--- src/sgr_pkg.sv ---
// Shared types and constants for the stereo gain ramp and channel route block.
// Beat structs, route codes, register indexes and Q15 constants.
// No dependencies.
package sgr_pkg;

  localparam int SAMPLE_W  = 16;
  localparam int GAIN_W    = 16;
  localparam int RAMP_SHIFT = 8;
  localparam int Q15_SHIFT  = 15;

  localparam logic [GAIN_W-1:0] UNITY_Q15 = 16'h8000;

  // Route codes; the unused code behaves as left to both
  localparam logic [1:0] ROUTE_STEREO = 2'd0;
  localparam logic [1:0] ROUTE_LEFT   = 2'd1;
  localparam logic [1:0] ROUTE_RIGHT  = 2'd2;

  // Configuration register indexes
  localparam int CFG_INDEX_W = 1;
  localparam int CFG_DATA_W  = 2;
  localparam logic [CFG_INDEX_W-1:0] REG_ROUTE_MODE  = 1'd0;
  localparam logic [CFG_INDEX_W-1:0] REG_GAIN_BYPASS = 1'd1;

  typedef struct packed {
    logic signed [SAMPLE_W-1:0] left_sample;
    logic signed [SAMPLE_W-1:0] right_sample;
    logic        [GAIN_W-1:0]   target_gain;
  } in_beat_t;

  typedef struct packed {
    logic signed [SAMPLE_W-1:0] left_out;
    logic signed [SAMPLE_W-1:0] right_out;
  } out_beat_t;

  // One frame held between the input register and the result register
  typedef struct packed {
    logic signed [SAMPLE_W-1:0] left;
    logic signed [SAMPLE_W-1:0] right;
    logic        [GAIN_W-1:0]   gain;
    logic                       bypass;
    logic        [1:0]          route;
  } frame_t;

endpackage

--- src/sgr_gain_ramp.sv ---
// Current gain state and its de-zipper ramp step.
// Gives the gain that scales the frame being accepted.
// Depends on sgr_pkg.
module sgr_gain_ramp (
  input  logic                        clk,
  input  logic                        rst,
  input  logic                        upd,
  input  logic [sgr_pkg::GAIN_W-1:0]  target_gain,
  output logic [sgr_pkg::GAIN_W-1:0]  gain_use
);
  import sgr_pkg::*;

  logic [GAIN_W-1:0] gain_now;
  logic              gain_started;
  logic [GAIN_W-1:0] target_sat;
  logic signed [GAIN_W:0] diff;
  logic [GAIN_W-1:0] mag;
  logic [GAIN_W-1:0] step;
  logic [GAIN_W-1:0] gain_next;

  assign target_sat = (target_gain > UNITY_Q15) ? UNITY_Q15 : target_gain;
  assign diff = $signed({1'b0, target_sat}) - $signed({1'b0, gain_now});
  assign mag  = diff[GAIN_W] ? GAIN_W'(-diff) : diff[GAIN_W-1:0];

  always_comb begin
    step = mag >> RAMP_SHIFT;
    if (step == '0) begin
      step = GAIN_W'(1);
    end
    priority if (!gain_started) begin
      gain_next = target_sat;
    end else if (diff == '0) begin
      gain_next = gain_now;
    end else if (diff[GAIN_W]) begin
      gain_next = gain_now - step;
    end else begin
      gain_next = gain_now + step;
    end
  end

  assign gain_use = gain_next;

  always_ff @(posedge clk) begin
    if (rst) begin
      gain_now     <= '0;
      gain_started <= 1'b0;
    end else if (upd) begin
      gain_now     <= gain_next;
      gain_started <= 1'b1;
    end
  end

  a_gain_range: assert property (@(posedge clk) disable iff (rst)
    gain_now <= UNITY_Q15)
    else $error("gain left the Q15 unity range");

  a_first_load: assert property (@(posedge clk) disable iff (rst)
    (upd && !gain_started) |=> (gain_started && gain_now == $past(target_sat)))
    else $error("first frame did not load the target gain");

  a_ramp_up: assert property (@(posedge clk) disable iff (rst)
    (upd && gain_started && target_sat > gain_now)
      |=> (gain_now > $past(gain_now) && gain_now <= $past(target_sat)))
    else $error("upward ramp stalled or overshot");

  a_ramp_down: assert property (@(posedge clk) disable iff (rst)
    (upd && gain_started && target_sat < gain_now)
      |=> (gain_now < $past(gain_now) && gain_now >= $past(target_sat)))
    else $error("downward ramp stalled or overshot");

endmodule

--- src/sgr_scale_route.sv ---
// Q15 scaling of both samples, channel routing and the result register.
// Depends on sgr_pkg.
module sgr_scale_route (
  input  logic               clk,
  input  logic               rst,
  input  logic               frame_valid,
  input  sgr_pkg::frame_t    frame,
  output logic               frame_take,
  output logic               out_valid,
  input  logic               out_ready,
  output sgr_pkg::out_beat_t out_data
);
  import sgr_pkg::*;

  logic signed [SAMPLE_W+GAIN_W:0] prod_l;
  logic signed [SAMPLE_W+GAIN_W:0] prod_r;
  logic signed [SAMPLE_W-1:0]      scaled_l;
  logic signed [SAMPLE_W-1:0]      scaled_r;
  out_beat_t                       out_next;

  assign frame_take = frame_valid && (!out_valid || out_ready);

  assign prod_l = frame.left  * $signed({1'b0, frame.gain});
  assign prod_r = frame.right * $signed({1'b0, frame.gain});

  always_comb begin
    if (frame.bypass) begin
      scaled_l = frame.left;
      scaled_r = frame.right;
    end else begin
      scaled_l = prod_l[Q15_SHIFT +: SAMPLE_W];
      scaled_r = prod_r[Q15_SHIFT +: SAMPLE_W];
    end
    unique case (frame.route)
      ROUTE_STEREO: begin
        out_next.left_out  = scaled_l;
        out_next.right_out = scaled_r;
      end
      ROUTE_RIGHT: begin
        out_next.left_out  = scaled_r;
        out_next.right_out = scaled_r;
      end
      default: begin
        out_next.left_out  = scaled_l;
        out_next.right_out = scaled_l;
      end
    endcase
  end

  always_ff @(posedge clk) begin
    if (rst) begin
      out_valid <= 1'b0;
    end else if (frame_take) begin
      out_valid <= 1'b1;
    end else if (out_ready) begin
      out_valid <= 1'b0;
    end
  end

  always_ff @(posedge clk) begin
    if (frame_take) begin
      out_data <= out_next;
    end
  end

endmodule

--- src/stereo_gain_ramp_channel_route.sv ---
// Top level of the stereo gain ramp and channel route block.
// Instantiates sgr_gain_ramp and sgr_scale_route; depends on sgr_pkg.
//
//   channel   signals                        payload
//   input     in_valid / in_ready            in_data  (left, right, target gain)
//   output    out_valid / out_ready          out_data (left_out, right_out)
//   config    cfg_we / cfg_index / cfg_data  route_mode, gain_bypass
//
// Takes one frame per cycle while the output is not stalled; a result passes
// through the input register, then multiply-and-route into the result register.
// The gain ramp updates on the accepting edge, so the next frame sees it at once.
// rst is synchronous: clears the valid flags, gain state and both configuration
// registers; the frame and result data registers keep their contents.
// A stalled output holds its beat; the input register still takes a frame
// whenever it is empty or drains in the same cycle.
module stereo_gain_ramp_channel_route (
  input  logic                              clk,
  input  logic                              rst,
  input  logic                              in_valid,
  output logic                              in_ready,
  input  sgr_pkg::in_beat_t                 in_data,
  output logic                              out_valid,
  input  logic                              out_ready,
  output sgr_pkg::out_beat_t                out_data,
  input  logic                              cfg_we,
  input  logic [sgr_pkg::CFG_INDEX_W-1:0]   cfg_index,
  input  logic [sgr_pkg::CFG_DATA_W-1:0]    cfg_data
);
  import sgr_pkg::*;

  logic [1:0]        route_mode;
  logic              gain_bypass;
  logic              in_take;
  logic              frame_valid;
  logic              frame_take;
  frame_t            frame;
  logic [GAIN_W-1:0] gain_use;

  // Configuration registers; the user must write them only while the block is idle (not enforced here)
  always_ff @(posedge clk) begin
    if (rst) begin
      route_mode  <= ROUTE_STEREO;
      gain_bypass <= 1'b0;
    end else if (cfg_we) begin
      unique case (cfg_index)
        REG_ROUTE_MODE:  route_mode  <= cfg_data;
        REG_GAIN_BYPASS: gain_bypass <= cfg_data[0];
        default: ;
      endcase
    end
  end

  // Accept when the input register is empty or hands its frame on this cycle
  assign in_ready = !frame_valid || frame_take;
  assign in_take  = in_valid && in_ready;

  // Ramp the gain only for frames that go through the gain stage
  sgr_gain_ramp u_gain (
    .clk         (clk),
    .rst         (rst),
    .upd         (in_take && !gain_bypass),
    .target_gain (in_data.target_gain),
    .gain_use    (gain_use)
  );

  // Input register: hold the frame together with its gain and mode
  always_ff @(posedge clk) begin
    if (rst) begin
      frame_valid <= 1'b0;
    end else if (in_take) begin
      frame_valid <= 1'b1;
    end else if (frame_take) begin
      frame_valid <= 1'b0;
    end
  end

  always_ff @(posedge clk) begin
    if (in_take) begin
      frame.left   <= in_data.left_sample;
      frame.right  <= in_data.right_sample;
      frame.gain   <= gain_use;
      frame.bypass <= gain_bypass;
      frame.route  <= route_mode;
    end
  end

  sgr_scale_route u_scale (
    .clk         (clk),
    .rst         (rst),
    .frame_valid (frame_valid),
    .frame       (frame),
    .frame_take  (frame_take),
    .out_valid   (out_valid),
    .out_ready   (out_ready),
    .out_data    (out_data)
  );

endmodule

--- config.mk ---
export PLATFORM = sky130hd
export DESIGN_NAME = stereo_gain_ramp_channel_route
export DESIGN_NICKNAME = d
export VERILOG_FILES = /design/src/sgr_pkg.sv /design/src/sgr_gain_ramp.sv /design/src/sgr_scale_route.sv /design/src/stereo_gain_ramp_channel_route.sv
export SDC_FILE = /design/constraint.sdc
export NUM_CORES = 1
export LEC_CHECK = 0
export BUFFER_PORTS_ARGS = -buffer_cell sky130_fd_sc_hd__buf_4
export CORE_AREA = 2 2 230 232
export DETAILED_ROUTE_END_ITERATION = 8
export DIE_AREA = 0 0 232 234
export GPL_ROUTABILITY_DRIVEN = 0
export GPL_TIMING_DRIVEN = 0
export PLACE_DENSITY = 0.66
export SLEW_MARGIN = 20
export SYNTH_ARGS = -nofsm -noshare
export SYNTH_HDL_FRONTEND = slang
export SYNTH_SLANG_ARGS = --single-unit
--- constraint.sdc ---
create_clock -name clk -period 6.75 [get_ports clk]
set_input_delay 1.0125 -clock clk [delete_from_list [all_inputs] [get_ports clk]]
set_output_delay 1.0125 -clock clk [all_outputs]
set_load 0.05 [all_outputs]
==> parameters.txt <==
Parameter                              Value

Logic synthesis
  Number of enable flip-flop cells after synthesis    between 80 and 90
  Cell taking the most area after synthesis    sky130_fd_sc_hd__fa_1
  Cell with the most instances after synthesis    sky130_fd_sc_hd__inv_1
  Distinct cell type count after synthesis    between 80 and 90
  Number of flip-flops and latches in the synthesized netlist    approximately 110
  Synthesized area per cell    between 9 and 10 sq um
  Cell types with the largest area share after synthesis    sky130_fd_sc_hd__fa_1 (34%), sky130_fd_sc_hd__ha_1 (13%), sky130_fd_sc_hd__edfxtp_1 (11%)
  Cells after Synth    ~2600
  Synthesis warning total    0
  Share of flip-flops with an asynchronous set or reset    0%
  Post-synth net total    roughly 3300
  Commonest register cell after synthesis    sky130_fd_sc_hd__edfxtp_1
  Area of the mapped netlist    about 23000 sq um
  Share of the synthesized area in the top cell type    33.5%
  Fraction of the yosys area taken by sequential cells    12.7%
  Post-synth top cells    sky130_fd_sc_hd__inv_1 (510), sky130_fd_sc_hd__fa_1 (388), sky130_fd_sc_hd__nand2_1 (367)

Outcome
  Violated checks    negative setup slack
  Result of the run    finished with violations

Layout
  Filler cell count in the final layout    about 4600
  Layout cell share with drive strength beyond 1    between 10% and 20%
  Final-stage net count    approximately 3500
  Post-synthesis to final-layout area growth    19.9%
  Non-filler cells in the finished layout    about 3500
  Final Core Density    a little over half

Timing
  Final Cycle Share    103%
  Final hold slack    roughly 0.44 ns
  RSZ-0062 raised after global routing    true
  Final setup viols    12
  Clock Skews    between 0.015 and 0.02 ns
  Transition time at the pin with the least slew margin    between 0.8 and 0.9 ns
  Max-slew violations    0
  Max-slew headroom    42.8%
  Post-route setup slack    -0.181 ns
  Maximum achievable frequency    between 0.1 and 0.15 GHz
  Min cycle time layout    6.93 ns
  Total Negative Setup Slacks    -0.665 ns
  Number of hold violations in the final report    0

Floorplanning
  Placement row count    84
  Placeable Area    between 50000 and 60000 sq um
  Die height    234 microns
  Area enclosed by the die boundary    roughly 54000 sq um
  Total I/O pin count    90
  Chip width    232 microns
  Starting density of the core    44.5%

Setup path
  Peak per-stage delay on the critical path    roughly 0.54 ns
  Crit-path cells    buf_4 > buf_4 > buf_12 > nand2_1 > fa_1 > inv_1 > fa_1 > inv_1 > fa_1 > fa_1 > fa_1 > inv_1 > fa_1 > ha_1 > nand2_1 > nor3_2 > a31oi_4 > or3b_4 > a211o_1 > xnor2_2 > mux4_2
  Type of the worst setup path    reg2reg
  Arrival time reported for the critical path endpoint    around 7.0 ns
  Required time worst endpoint    approximately 6.9 ns
  Critical path's most frequent cell    sky130_fd_sc_hd__fa_1
  Element type at the critical path end    register
  Peak fanout along the critical path    5
  Max stage delay cell, worst path    sky130_fd_sc_hd__edfxtp_1
  Startpoint class of the critical path    register

Clock network
  TritonCTS clock tree    yes
  Clock Pin Slew Worst Setup and Hold Paths    ~0.070 ns
  Total CTS buffers    9
  # H-tree levels    3
  Clock network latency to the later pin of the worst-skew pair    ~0.39 ns
  Clock Tree Root    sky130_fd_sc_hd__clkbuf_16
  Deepest clock path buffer count    2
  # hold bufs at CTS    0
  Sink count of the clock tree    roughly 110

Global routing
  Initial antenna violation count    6
  Final global-route overflow total    0
  Maximum number of pins on one net before global-route repair    49
  GRT Resource Usage Total    between 20 and 30%
  Global-route wire length before repair    between 100000 and 150000 microns
  Via count of the first global-routing pass    between 20000 and 25000

Place
  I/O Buffers    89
  Number of instances in the placed design    approximately 3300
  HPWL reported at the end of detailed placement    between 50000 and 60000 microns

Route
  Post-route DRC    0
  Average wire length per cell after detail routing    approximately 21 microns
  Drt first pass iters    6
  Via count normalized by instance count    5.63
  Post-detailed-route count of antenna-violating nets    0
  Vias    around 20000
  Wire length after detailed routing    between 70000 and 80000 microns
  First-iteration detailed-routing DRC count    1853

Flow run
  Maximum Capacitance Violations    0

Worst hold path
  Worst min path class    reg2reg
[logic make-up after synthesis]
family | share of synthesized area [%]
compound gates | 7.99
xor+xnor | 2.39
fa+ha+maj | 47.0
buf+inv | 10.4
flops | 12.7
mux | 2.74
simple gates | 16.8
[state kept, by name (all words and copies together), names as in the netlist]
| signal | flops |
|---|---|
| frame | 51 |
| u_scale.out_data | 32 |
| u_gain.gain_now | 16 |
| route_mode | 2 |
| frame_valid | 1 |
| gain_bypass | 1 |
| u_gain.gain_started | 1 |
| u_scale.out_valid | 1 |
[through the flow]
| step | instance area, sq um | setup slack (ns) |
|---|---|---|
| after floorplan | 23200 | -0.0369 |
| after global placement | 24700 | -1.46 |
| after detailed placement | 24800 | -1.51 |
| after CTS | 26600 | -0.0712 |
| after global routing | 27800 | -0.257 |
| final | 27800 | -0.181 |
[cell type report]
class | count | area (sq um) | area share [%]
Tap cell | 688 | 861 | 3.10
Timing Repair Buffer | 241 | 1940 | 6.98
Clock inverter | 7 | 61.3 | 0.221
Clock buffer | 9 | 225 | 0.811
Buffer | 107 | 790 | 2.84
Inverter | 510 | 1920 | 6.91
Sequential cell | 105 | 2930 | 10.6
Multi-Input combinational cell | 1814 | 19000 | 68.5
Antenna cell | 2 | 5.00 | 0.0180
[placed cells by master (no fill, tap or decap), drive strengths merged, types with 5 or more instances in the layout]
cell     count
a2111oi      5
a211o       10
a211oi      21
a21o        18
a21oi       75
a221o        5
a31oi       21
and2       190
and3         6
buf        283
clkbuf      74
dfxtp       22
edfxtp      83
fa         388
ha         249
inv        514
mux2        12
mux2i       27
mux4        10
nand2      367
nand2b      45
nand3       23
nand4        7
nor2        71
nor2b       25
nor3        29
nor4         9
o211ai       8
o21a        17
o21ai       44
o21bai       6
o31a         6
or2          5
xnor2       43
xor2        18
[critical path: cells and delay by family, from the launching register on]
kind / cells / cell delay [ns]
adders and majority gates: 7 / 3.38
and+or+nand+nor: 4 / 0.91
buffers and inverters: 6 / 0.72
DFF: 1 / 0.54
muxes: 1 / 0.51
AOI/OAI and AO/OA: 2 / 0.44
xor gates and xnor gates: 1 / 0.17
[worst paths after layout]
path | start | to | slack [ns] | depth (start not counted)
min reg2reg | route_mode[1] | frame[1] | 0.44 | 0
min | route_mode[1] | frame[1] | 0.44 | 0
max reg2reg | frame[13] | u_scale.out_data[15] | -0.18 | 21
max | frame[13] | u_scale.out_data[15] | -0.18 | 21
[layer usage]
metal	track usage (%)	vias up	share of wire, %
met4	9.74	6	4.9
li1	-	8498	-
met2	44.0	1149	45
met5	0	-	0.045
met1	36.1	9721	39
met3	6.88	244	11
[timing repair]
| action | in CTS | in global routing |
|---|---|---|
| pin swaps | 57 | 108 |
| gates resized for setup | 230 | 213 |
| setup endpoints to repair | 54 | 50 |
| buffers inserted | 106 | 46 |
Power is left out: the tool's default activity adds up to more than one toggle a clock period on the data nets, which glitch-free logic cannot reach.
